`config.mk`:
```
export PLATFORM = sky130hd
export DESIGN_NAME = tmcw_seq
export DESIGN_NICKNAME = d
export VERILOG_FILES = /design/src/sv/tmcw_pkg.sv /design/src/sv/tmcw_seq.sv
export SDC_FILE = /design/constraint.sdc
export NUM_CORES = 1
export LEC_CHECK = 0
export BUFFER_PORTS_ARGS = -buffer_cell sky130_fd_sc_hd__buf_2
export CORE_UTILIZATION = 35
export DETAILED_ROUTE_END_ITERATION = 8
export GPL_ROUTABILITY_DRIVEN = 0
export PLACE_DENSITY_LB_ADDON = 0.15
export SLEW_MARGIN = 10
export SYNTH_ARGS = -nofsm -noshare
export SYNTH_HDL_FRONTEND = slang
export SYNTH_SLANG_ARGS = --single-unit
```
`constraint.sdc`:
```
create_clock -name clock -period 7.6 [get_ports clock]
set_clock_uncertainty 0.15 [all_clocks]
set_input_delay 1.14 -clock clock [delete_from_list [all_inputs] [get_ports clock]]
set_output_delay 1.14 -clock clock [all_outputs]
set_load 0.01 [all_outputs]
```
`src/sv/tmcw_pkg.sv`:
```
`timescale 1ns / 1ps

package tmcw_pkg;

   // Screen geometry and tab expansion
   localparam int COLUMNS    = 80;
   localparam int ROWS       = 25;
   localparam int TAB_SPACES = 5;
   localparam int CELLS      = ROWS * COLUMNS;

   // Derived widths
   localparam int ROW_W  = $clog2(ROWS);
   localparam int COL_W  = $clog2(COLUMNS);
   localparam int ADDR_W = $clog2(CELLS);
   localparam int TAB_W  = $clog2(TAB_SPACES + 1);

   // Fixed field widths of the channels
   localparam int CHAR_W = 8;
   localparam int RROW_W = 5;
   localparam int RCOL_W = 7;
   localparam int POS_W  = 11;
   localparam int CELL_W = 16;

   // Operation codes
   localparam logic OP_PUT  = 1'b0;
   localparam logic OP_READ = 1'b1;

   // Character codes and cell constants
   localparam logic [CHAR_W-1:0] CH_BACKSPACE = 8'h08;
   localparam logic [CHAR_W-1:0] CH_TAB       = 8'h09;
   localparam logic [CHAR_W-1:0] CH_NEWLINE   = 8'h0a;
   localparam logic [CHAR_W-1:0] CH_RETURN    = 8'h0d;
   localparam logic [CHAR_W-1:0] CH_SPACE     = 8'h20;
   localparam logic [CHAR_W-1:0] DEFAULT_ATTR = 8'h07;
   localparam logic [CELL_W-1:0] BLANK_CELL   = 16'h0720;

   // Result handed from the sequencer to the output register
   typedef struct packed {
      logic                 valid;
      logic [POS_W-1:0]     pos;
      logic [CHAR_W-1:0]    cell_char;
      logic [CHAR_W-1:0]    cell_attr;
      logic                 scrolled;
   } res_type;

endpackage

```
`src/sv/tmcw_seq.sv`:
```
`timescale 1ns / 1ps

module tmcw_seq (
   input  logic                          clock,
   input  logic                          reset,
   input  logic                          req_tvalid,
   output logic                          req_tready,
   input  logic                          req_op,
   input  logic [tmcw_pkg::CHAR_W-1:0]   req_char,
   input  logic [tmcw_pkg::CHAR_W-1:0]   req_attr,
   input  logic [tmcw_pkg::RROW_W-1:0]   req_row,
   input  logic [tmcw_pkg::RCOL_W-1:0]   req_col,
   input  logic                          res_ready,
   output tmcw_pkg::res_type             res,
   output logic                          mem_we,
   output logic                          mem_re,
   output logic [tmcw_pkg::ADDR_W-1:0]   mem_addr,
   output logic [tmcw_pkg::CELL_W-1:0]   mem_wdata,
   input  logic [tmcw_pkg::CELL_W-1:0]   mem_rdata
);

   localparam int ROW_W  = tmcw_pkg::ROW_W;
   localparam int COL_W  = tmcw_pkg::COL_W;
   localparam int ADDR_W = tmcw_pkg::ADDR_W;
   localparam int TAB_W  = tmcw_pkg::TAB_W;

   localparam logic [ROW_W-1:0]  LAST_ROW  = ROW_W'(tmcw_pkg::ROWS - 1);
   localparam logic [COL_W-1:0]  LAST_COL  = COL_W'(tmcw_pkg::COLUMNS - 1);
   localparam logic [ADDR_W-1:0] LAST_CELL = ADDR_W'(tmcw_pkg::CELLS - 1);
   localparam logic [ADDR_W-1:0] ROW_END   = ADDR_W'(tmcw_pkg::COLUMNS - 1);

   localparam logic [2:0] ST_CLEAR  = 3'd0;
   localparam logic [2:0] ST_IDLE   = 3'd1;
   localparam logic [2:0] ST_EMIT   = 3'd2;
   localparam logic [2:0] ST_ROWCLR = 3'd3;
   localparam logic [2:0] ST_READ   = 3'd4;
   localparam logic [2:0] ST_DONE   = 3'd5;

   logic [2:0]                      state_ff,    state_in;
   logic [ROW_W-1:0]                top_ff,      top_in;
   logic [ROW_W-1:0]                row_ff,      row_in;
   logic [COL_W-1:0]                col_ff,      col_in;
   logic [ADDR_W-1:0]               cnt_ff,      cnt_in;
   logic [ADDR_W-1:0]               clr_base_ff, clr_base_in;
   logic [TAB_W-1:0]                tab_left_ff, tab_left_in;
   logic                            scr_ff,      scr_in;
   logic [tmcw_pkg::CHAR_W-1:0]     ch_ff,       ch_in;
   logic [tmcw_pkg::CHAR_W-1:0]     attr_ff,     attr_in;
   logic [tmcw_pkg::CELL_W-1:0]     cell_ff,     cell_in;

   logic                            finish;
   logic                            scroll;
   logic                            in_range;
   logic [tmcw_pkg::CHAR_W-1:0]     eff_ch;
   logic [tmcw_pkg::CHAR_W-1:0]     eff_attr;
   logic [ROW_W-1:0]                bs_row;
   logic [COL_W-1:0]                bs_col;
   logic [ADDR_W-1:0]               pos_cell;

   // Map a logical row and column to a physical cell address
   function automatic logic [ADDR_W-1:0] phys_addr(input logic [ROW_W-1:0] top,
                                                   input logic [ROW_W-1:0] row,
                                                   input logic [COL_W-1:0] col);
      logic [ROW_W:0]   sum;
      logic [ROW_W-1:0] prow;
      sum = (ROW_W+1)'(top) + (ROW_W+1)'(row);
      if (sum >= (ROW_W+1)'(tmcw_pkg::ROWS)) begin
         sum = sum - (ROW_W+1)'(tmcw_pkg::ROWS);
      end
      prow = sum[ROW_W-1:0];
      return ADDR_W'(prow) * ADDR_W'(tmcw_pkg::COLUMNS) + ADDR_W'(col);
   endfunction

   assign req_tready = (state_ff == ST_IDLE);
   assign in_range   = (32'(req_row) < tmcw_pkg::ROWS) && (32'(req_col) < tmcw_pkg::COLUMNS);

   // Backspace target: one cell back, wrapping to the end of the previous row
   always_comb begin
      if (col_ff == '0) begin
         bs_row = row_ff - ROW_W'(1);
         bs_col = LAST_COL;
      end else begin
         bs_row = row_ff;
         bs_col = col_ff - COL_W'(1);
      end
   end

   // Tab expands into spaces with the default attribute
   assign eff_ch   = (tab_left_ff != '0) ? tmcw_pkg::CH_SPACE : ch_ff;
   assign eff_attr = (tab_left_ff != '0) ? tmcw_pkg::DEFAULT_ATTR : attr_ff;

   // Sequence: reset sweep, accept, emit, row clear, read, deliver
   always_comb begin
      state_in    = state_ff;
      top_in      = top_ff;
      row_in      = row_ff;
      col_in      = col_ff;
      cnt_in      = cnt_ff;
      clr_base_in = clr_base_ff;
      tab_left_in = tab_left_ff;
      scr_in      = scr_ff;
      ch_in       = ch_ff;
      attr_in     = attr_ff;
      cell_in     = cell_ff;
      finish      = 1'b0;
      scroll      = 1'b0;
      mem_we      = 1'b0;
      mem_re      = 1'b0;
      mem_addr    = '0;
      mem_wdata   = tmcw_pkg::BLANK_CELL;

      case (state_ff)
         ST_CLEAR: begin
            mem_we   = 1'b1;
            mem_addr = cnt_ff;
            if (cnt_ff == LAST_CELL) begin
               cnt_in   = '0;
               state_in = ST_IDLE;
            end else begin
               cnt_in = cnt_ff + ADDR_W'(1);
            end
         end
         ST_IDLE: begin
            if (req_tvalid) begin
               scr_in  = 1'b0;
               cell_in = '0;
               if (req_op == tmcw_pkg::OP_READ) begin
                  tab_left_in = '0;
                  if (in_range) begin
                     mem_re   = 1'b1;
                     mem_addr = phys_addr(top_ff, ROW_W'(req_row), COL_W'(req_col));
                     state_in = ST_READ;
                  end else begin
                     state_in = ST_DONE;
                  end
               end else begin
                  ch_in       = req_char;
                  attr_in     = (req_attr == '0) ? tmcw_pkg::DEFAULT_ATTR : req_attr;
                  tab_left_in = (req_char == tmcw_pkg::CH_TAB) ?
                                TAB_W'(tmcw_pkg::TAB_SPACES) : '0;
                  state_in    = ST_EMIT;
               end
            end
         end
         ST_READ: begin
            cell_in = mem_rdata;
            finish  = 1'b1;
         end
         ST_EMIT: begin
            if (tab_left_ff != '0) begin
               tab_left_in = tab_left_ff - TAB_W'(1);
            end
            case (eff_ch)
               tmcw_pkg::CH_BACKSPACE: begin
                  if (row_ff != '0 || col_ff != '0) begin
                     row_in    = bs_row;
                     col_in    = bs_col;
                     mem_we    = 1'b1;
                     mem_addr  = phys_addr(top_ff, bs_row, bs_col);
                     mem_wdata = {eff_attr, tmcw_pkg::CH_SPACE};
                  end
               end
               tmcw_pkg::CH_NEWLINE: begin
                  col_in = '0;
                  if (row_ff == LAST_ROW) begin
                     scroll = 1'b1;
                  end else begin
                     row_in = row_ff + ROW_W'(1);
                  end
               end
               tmcw_pkg::CH_RETURN: begin
                  col_in = '0;
               end
               default: begin
                  mem_we    = 1'b1;
                  mem_addr  = phys_addr(top_ff, row_ff, col_ff);
                  mem_wdata = {eff_attr, eff_ch};
                  if (col_ff == LAST_COL) begin
                     col_in = '0;
                     if (row_ff == LAST_ROW) begin
                        scroll = 1'b1;
                     end else begin
                        row_in = row_ff + ROW_W'(1);
                     end
                  end else begin
                     col_in = col_ff + COL_W'(1);
                  end
               end
            endcase
            if (scroll) begin
               scr_in      = 1'b1;
               clr_base_in = ADDR_W'(top_ff) * ADDR_W'(tmcw_pkg::COLUMNS);
               top_in      = (top_ff == LAST_ROW) ? '0 : top_ff + ROW_W'(1);
               cnt_in      = '0;
               state_in    = ST_ROWCLR;
            end else if (tab_left_in == '0) begin
               finish = 1'b1;
            end
         end
         ST_ROWCLR: begin
            mem_we   = 1'b1;
            mem_addr = clr_base_ff + cnt_ff;
            if (cnt_ff == ROW_END) begin
               cnt_in = '0;
               if (tab_left_ff != '0) begin
                  state_in = ST_EMIT;
               end else begin
                  finish = 1'b1;
               end
            end else begin
               cnt_in = cnt_ff + ADDR_W'(1);
            end
         end
         ST_DONE: begin
            finish = 1'b1;
         end
         default: begin
            state_in = ST_IDLE;
         end
      endcase

      // Deliver the result, or hold it until the output register frees up
      if (finish) begin
         state_in = res_ready ? ST_IDLE : ST_DONE;
      end
   end

   assign pos_cell = ADDR_W'(row_in) * ADDR_W'(tmcw_pkg::COLUMNS) + ADDR_W'(col_in);

   always_comb begin
      res.valid     = finish && res_ready;
      res.pos       = tmcw_pkg::POS_W'(pos_cell);
      res.cell_char = cell_in[7:0];
      res.cell_attr = cell_in[15:8];
      res.scrolled  = scr_in;
   end

   // Control registers
   always_ff @(posedge clock) begin
      if (reset) begin
         state_ff    <= ST_CLEAR;
         top_ff      <= '0;
         row_ff      <= '0;
         col_ff      <= '0;
         cnt_ff      <= '0;
         tab_left_ff <= '0;
         scr_ff      <= 1'b0;
      end else begin
         state_ff    <= state_in;
         top_ff      <= top_in;
         row_ff      <= row_in;
         col_ff      <= col_in;
         cnt_ff      <= cnt_in;
         tab_left_ff <= tab_left_in;
         scr_ff      <= scr_in;
      end
   end

   // Payload registers
   always_ff @(posedge clock) begin
      clr_base_ff <= clr_base_in;
      ch_ff       <= ch_in;
      attr_ff     <= attr_in;
      cell_ff     <= cell_in;
   end

   a_cursor_bounds: assert property (@(posedge clock) disable iff (reset)
      (row_ff <= LAST_ROW) && (col_ff <= LAST_COL) && (top_ff <= LAST_ROW))
      else $error("cursor or top row offset out of range");

   a_scroll_row: assert property (@(posedge clock) disable iff (reset)
      (state_ff == ST_ROWCLR) |-> (row_ff == LAST_ROW))
      else $error("row clear while cursor is not on the last row");

   a_read_issued: assert property (@(posedge clock) disable iff (reset)
      (state_ff == ST_READ) |-> $past(mem_re))
      else $error("read data used without a read issued");

   a_scr_clear: assert property (@(posedge clock) disable iff (reset)
      $fell(scr_ff) |-> $past(state_ff == ST_IDLE && req_tvalid))
      else $error("scroll flag cleared outside of a transaction");

endmodule

```
==> results of run 1 <==
## worst min-delay path: stages, from the launching register on
cell and delay [ns]:
dfxtp_1 0.30, nand2_1 0.04, o21ai_0 0.08
## Yosys cell counts (3+ instances only)
cell	number	area [µm²]
nor2_1	55	206
or2_2	6	37.5
nand3_1	22	110
a211oi_1	8	60.1
a222oi_1	3	30.0
o211ai_1	3	22.5
buf_1	3	11.3
and3_1	13	81.3
xor2_1	18	158
nand2_1	75	282
o31ai_1	5	37.5
a21o_1	18	135
or4_1	4	30.0
nor2b_1	29	181
fa_1	13	260
nand4_1	8	50.1
clkbuf_1	24	90.1
a21oi_1	50	250
edfxtp_1	23	691
xnor2_1	39	342
dfxtp_1	51	1020
inv_1	36	135
a311oi_1	4	35.0
nand3b_1	7	52.6
o21bai_1	6	45.0
and2_1	16	100
a31oi_1	10	62.6
o21ai_1	22	110
a32oi_1	5	43.8
nor4_1	3	18.8
o21ai_0	45	225
nor3b_1	7	52.6
buf_4	5	37.5
o22ai_1	4	25.0
a22o_1	7	61.3
nand2b_1	14	87.6
a221o_1	3	30.0
a22oi_1	8	60.1
ha_1	81	1010
or2_1	3	18.8
or3_1	6	37.5
mux2i_1	9	90.1
nor3_1	11	55.1
## sequential cells by signal, summed over array words and instances, names as in the netlist
signal       count
cell_ff         16
cnt_ff          11
attr_ff          8
ch_ff            8
clr_base_ff      7
col_ff           7
row_ff           5
top_ff           5
state_ff         3
tab_left_ff      3
scr_ff           1
## through the flow
stage	total power [mW]	util	instance area (µm²)	setup TNS (ns)
final	1.38	0.416	8070	0
after global routing	1.46	0.416	8070	-0.0192
after CTS	1.39	0.413	8020	0
after detailed placement	0.927	0.397	7710	0
after global placement	0.927	0.397	7710	0
after floorplan	0.783	-	6920	0
## logic make-up after synthesis
kind of cell / share of synthesized area
AND/OR/NAND/NOR: 0.226
XOR/XNOR: 0.0721
AO/OA/AOI/OAI: 0.213
multiplexers: 0.0146
adder cells (fa/ha/maj): 0.184
buffers and inverters: 0.0435
flip-flops: 0.247
## timing repair
action	in CTS	in global routing
setup endpoints to repair	0	1
hold endpoints to repair	0	0
buffers inserted	0	1
gates resized for setup	0	11
## worst max-delay path by stage
stage                    to  cells after the start       from
2_1_floorplan  mem_addr[10]                     26  col_ff[0]
3_5_place_dp   mem_addr[10]                     26  col_ff[0]
4_1_cts        mem_addr[10]                     26  col_ff[0]
6_report       mem_addr[10]                     25  col_ff[0]
5_1_grt        mem_addr[10]                     25  col_ff[0]
3_3_place_gp   mem_addr[10]                     26  col_ff[0]
## layout make-up
class                           instances  area [µm²]  area share
Inverter                               36         135      0.0167
Sequential cell                        74        1710       0.212
Timing Repair Buffer                  119         626      0.0775
Tap cell                              265         332      0.0411
Multi-Input combinational cell        681        4960       0.614
Clock buffer                            9         225      0.0279
Clock inverter                          7        83.8      0.0104
## routing by layer
layer / vias up / GRT usage / routed length, µm
met4: 0 / 0.0572 / 233
met5: - / 0 / 0
met3: 18 / 0.0322 / 875
met1: 2885 / 0.260 / 9100
met2: 151 / 0.322 / 8780
li1: 3205 / - / -
## power breakdown
group	switching, mW	leakage, nW	internal [mW]
sequential	0.0279	0.623	0.464
clock	0.195	0.149	0.261
combinational	0.256	2.82	0.176
==> impl_metrics.yaml, run 1 <==
grt:
  grt.total_usage: 0.195
  grt_antenna_before_repair: 0
  via_count_of_the_first_global_routing_pass: 5957
  grt_max_degree: 33
  globalRoute.totalOverflow: 0
  grt_pass1_wl_um: 31000
synthesis:
  synth_edf_count: 23
  async_reset_ff_frac: 0
  count_of_warnings_emitted_by_yosys: 0
  syn-instance-count: 826
  synth.cell_area_mm2: 0.00692
  syn_nets: 969
  ys_types: 75
  top_reg_cell_synth: "dfxtp_1"
  share_of_synthesized_area_occupied_by_flip_flops_and_latches: 0.247
  synth.avg_cell_area_um2: 8.38
  postSynthRegisterBits: 74
clock_network:
  cts-htree-levels: 3
  worstSkewPairLatency_ns: 0.34
  cts_tree: "yes"
  clk_path_buf_depth: 2
  total_clock_buffers_created_by_cts: 9
  cts.sink_count: 74
  cts.reportedPaths.clkPinSlew_ns: 0.07
  cts.hold.buffers_added: 0
  clk_root_buffer_cell: "clkbuf_16"
timing:
  timing.max_slew.rel_slack: 0.280
  finalCritPeriodShare: 0.955
  slew_violations: 0
  finalWorstPathRequiredPeriod_ns: 7.26
  highest_clock_frequency_the_design_can_meet_mhz: 138
  final_count_of_hold_timing_violations: 0
  tightest_slew_ns: 1.07
  whs_ns: 0.324
  final_worst_setup_slack_ns: 0.340
  setup_viol_count_final: 0
final_layout:
  fill_cells: 2012
  most-common-layout-cells: "buf_2, ha_1, nand2_1"
  post_layout_nonfiller_instances: 1191
  syn_to_final_growth_pct: 16.5
  post_route_cells_drive_above_1_share: 0.178
  fin_nets: 1064
  number_of_diodes_added_for_antenna_fixing: 0
  mostFrequentLayoutCell: "buf_2"
worst_setup_path:
  cell_at_the_slowest_stage_of_the_critical_path: "fa_1"
  data_arrival_time_of_the_worst_path_ns: 5.97
  crit-reg2reg-launch: "tab_left_ff[0]"
  critPathBufInv: 4
  cp_data_required_time_ns: 6.31
  cp_top_family: "adder cells"
  worstSetupStartpointType: "flop"
  critPathMaxFanout: 7
  crit_type: "reg2out"
  cell_mode_on_critical_path: "ha_1"
  timing.rr.end: "cnt_ff[5]"
  depth_of_the_most_critical_reg_to_reg_path: 9
  worst-r2r-setup-slack_ns: 4.36
  endpoint_kind: "output pin"
  critical-path-max-stage-delay_ns: 0.53
route:
  totalWireLength_um: 19000
  detail_route.drc_violations: 0
  route.detailed.vias_per_inst: 5.26
  avgRoutedWirePerCell_um: 15.9
  ant_nets: 0
  num_vias: 6259
  drtPass1Iterations: 7
  initialDrtViolationCount: 331
floorplan:
  dieArea_mm2: 0.0203
  die_height_um: 143
  floorplan.initialDensity: 0.357
  core_area_mm2: 0.0194
  dieWidth_um: 143
  std_cell_rows: 51
  io_pins: 108
worst_hold_path:
  worst_hold_path_type: "reg2reg"
  hold_depth: 2
  min_from: "cell_ff[15]"
  min_to: "cell_ff[15]"
placement:
  numPortBuffers: 107
  detailedPlace.worstSlack_ns: 0.444
  placed_cells: 1174
  post_detailed_placement_half_perimeter_wirelength_um: 14700
power_and_ir_drop:
  static-leakage-power_nw: 3.59
  irDropWorstVdd_v: 0.000184
  power.density_mw_per_mm2: 171
job:
  max_cap_violations: 0
run_status:
  outcome: "finished, final reports clean"
No activity file was read; power rests on OpenSTA's default activity.
==> inputs of run 2 (changes only) <==
- PLACE_DENSITY_LB_ADDON: 0.15 -> 0.25
- SETUP_SLACK_MARGIN: not set -> 0.5
==> run 2 against run 1 <==
  * Maximum frequency grew 3.0%
  * Sequential share of layout area decreased by 0.37 points
  * Global-route usage decreased by 0.84 points
  * Core utilization grew 0.93 points
  * Clock-buffer cell count unchanged
  * Largest power group unchanged
==> impl_metrics.yaml, run 2 (synthesis gave the netlist of run 1 again) <==
timing:
  tightest_slew_ns: 1.21
  slew_violations: 0
  setup_total_negative_slack_ns: 0
  finalWorstPathRequiredPeriod_ns: 7.05
  whs_ns: 0.321
  rsz_0062_raised_after_global_routing: "yes"
  finalCritPeriodShare: 0.927
  highest_clock_frequency_the_design_can_meet_mhz: 142
  final_count_of_hold_timing_violations: 0
  setup_viol_count_final: 0
  timing.max_slew.rel_slack: 0.189
clock_network:
  cts.reportedPaths.clkPinSlew_ns: 0.06
  cts-htree-levels: 3
  cts_tree: "yes"
  cts.sink_count: 74
  clk_root_buffer_cell: "clkbuf_16"
  cts.hold.buffers_added: 0
  worstSkewPairLatency_ns: 0.35
  total_clock_buffers_created_by_cts: 9
  clk_path_buf_depth: 2
placement:
  post_detailed_placement_half_perimeter_wirelength_um: 14300
  placed_area_mm2: 0.00771
  numPortBuffers: 107
  placed_cells: 1174
worst_hold_path:
  worst_hold_path_type: "reg2reg"
  hold_depth: 2
  min_from: "cell_ff[6]"
  min_to: "cell_ff[6]"
worst_setup_path:
  critPathMaxFanout: 6
  crit_type: "reg2out"
  cell_at_the_slowest_stage_of_the_critical_path: "fa_1"
  cp_data_required_time_ns: 6.31
  worst-r2r-setup-slack_ns: 4.40
  crit-reg2reg-launch: "tab_left_ff[0]"
  data_arrival_time_of_the_worst_path_ns: 5.76
  cp_top_family: "simple AND/OR/NAND/NOR gates"
  endpoint_kind: "output pin"
  depth_of_the_most_critical_reg_to_reg_path: 9
  critPathBufInv: 4
  critical-path-max-stage-delay_ns: 0.54
  worstSetupStartpointType: "flop"
  timing.rr.end: "cnt_ff[6]"
route:
  detail_route.drc_violations: 0
  initialDrtViolationCount: 347
  avgRoutedWirePerCell_um: 15.4
  num_vias: 6281
  ant_nets: 0
  totalWireLength_um: 18600
  drtPass1Iterations: 7
  route.detailed.vias_per_inst: 5.22
grt:
  grt_max_degree: 33
  via_count_of_the_first_global_routing_pass: 5808
  grt_antenna_before_repair: 0
  grt.total_usage: 0.186
  grt_pass1_wl_um: 29600
  globalRoute.totalOverflow: 0
final_layout:
  regMostFlops: "cell_ff"
  largest_reg_flops: 16
  largestRegisters: "cell_ff x16, cnt_ff x11"
  post_layout_nonfiller_instances: 1204
  number_of_diodes_added_for_antenna_fixing: 0
  post_route_cells_drive_above_1_share: 0.201
  fin_nets: 1077
  postLayoutCellArea_mm2: 0.00825
  most-common-layout-cells: "buf_2, ha_1, nand2_1"
  mostFrequentLayoutCell: "buf_2"
  fill_cells: 2000
  syn_to_final_growth_pct: 19.1
floorplan:
  std_cell_rows: 51
  io_pins: 108
  dieArea_mm2: 0.0203
  core_area_mm2: 0.0194
  floorplan.initialDensity: 0.357
  dieWidth_um: 143
  die_height_um: 143
power_and_ir_drop:
  irDropWorstVdd_v: 0.000166
  power.density_mw_per_mm2: 171
  static-leakage-power_nw: 3.67
  total_power_mw: 1.41
run_status:
  outcome: "finished, final reports clean"
job:
  max_cap_violations: 0
## run 2: area by class of cell
cell class / instances / area [µm²] / area share
multi-input cells: 681 / 5000 / 0.606
inverters: 36 / 140 / 0.0170
clock buffers: 9 / 225 / 0.0273
repair buffers: 132 / 731 / 0.0886
well taps: 265 / 332 / 0.0402
flip-flops and latches: 74 / 1720 / 0.208
clock inverters: 7 / 101 / 0.0123
## run 2: worst max-delay path by stage
stage | start | endpoint | slack, ns | depth (start not counted)
floorplan | col_ff[0] | mem_addr[10] | 0.82 | 26
finish | col_ff[0] | mem_addr[10] | 0.55 | 25
global placement | col_ff[0] | mem_addr[10] | 0.44 | 25
CTS | col_ff[0] | mem_addr[10] | 0.51 | 25
detailed placement | col_ff[0] | mem_addr[10] | 0.33 | 25
global route | col_ff[0] | mem_addr[10] | 0.29 | 25
## run 2: timing repair
item                                    CTS  global route
setup buffers                             6             8
cloned                                    0             0
pin swaps                                 9            18
resized for setup                        16            18
endpoints found under the setup margin    2             2
## run 2: layer usage
| metal | GRT usage | vias up | wire length, µm |
|---|---|---|---|
| li1 | - | 3227 | - |
| met1 | 0.247 | 2901 | 8890 |
| met2 | 0.310 | 139 | 8670 |
| met3 | 0.0315 | 14 | 816 |
| met4 | 0.0538 | 0 | 218 |
| met5 | 0 | - | 0 |
## run 2: worst register-to-register path: stages, from the launching register on
cell and delay (ns):
dfxtp_1 0.34, inv_1 0.09, ha_1 0.26, nor2b_1 0.44
o2111ai_1 0.19, a2bb2oi_1 0.51, nor2_1 0.23, o21ai_1 0.45
o21bai_1 0.30, a21oi_1 0.18
## run 2: power breakdown
part           internal [mW]  total, mW  switching (mW)
clock                  0.291      0.474           0.183
sequential             0.464      0.493          0.0290
combinational          0.184      0.441           0.257
## run 2: metrics by stage
step,setup slack (ns),utilization
global placement,0.443,0.397
CTS,0.512,0.418
floorplan,0.815,-
finish,0.553,0.425
global route,0.288,0.425
detailed placement,0.330,0.397
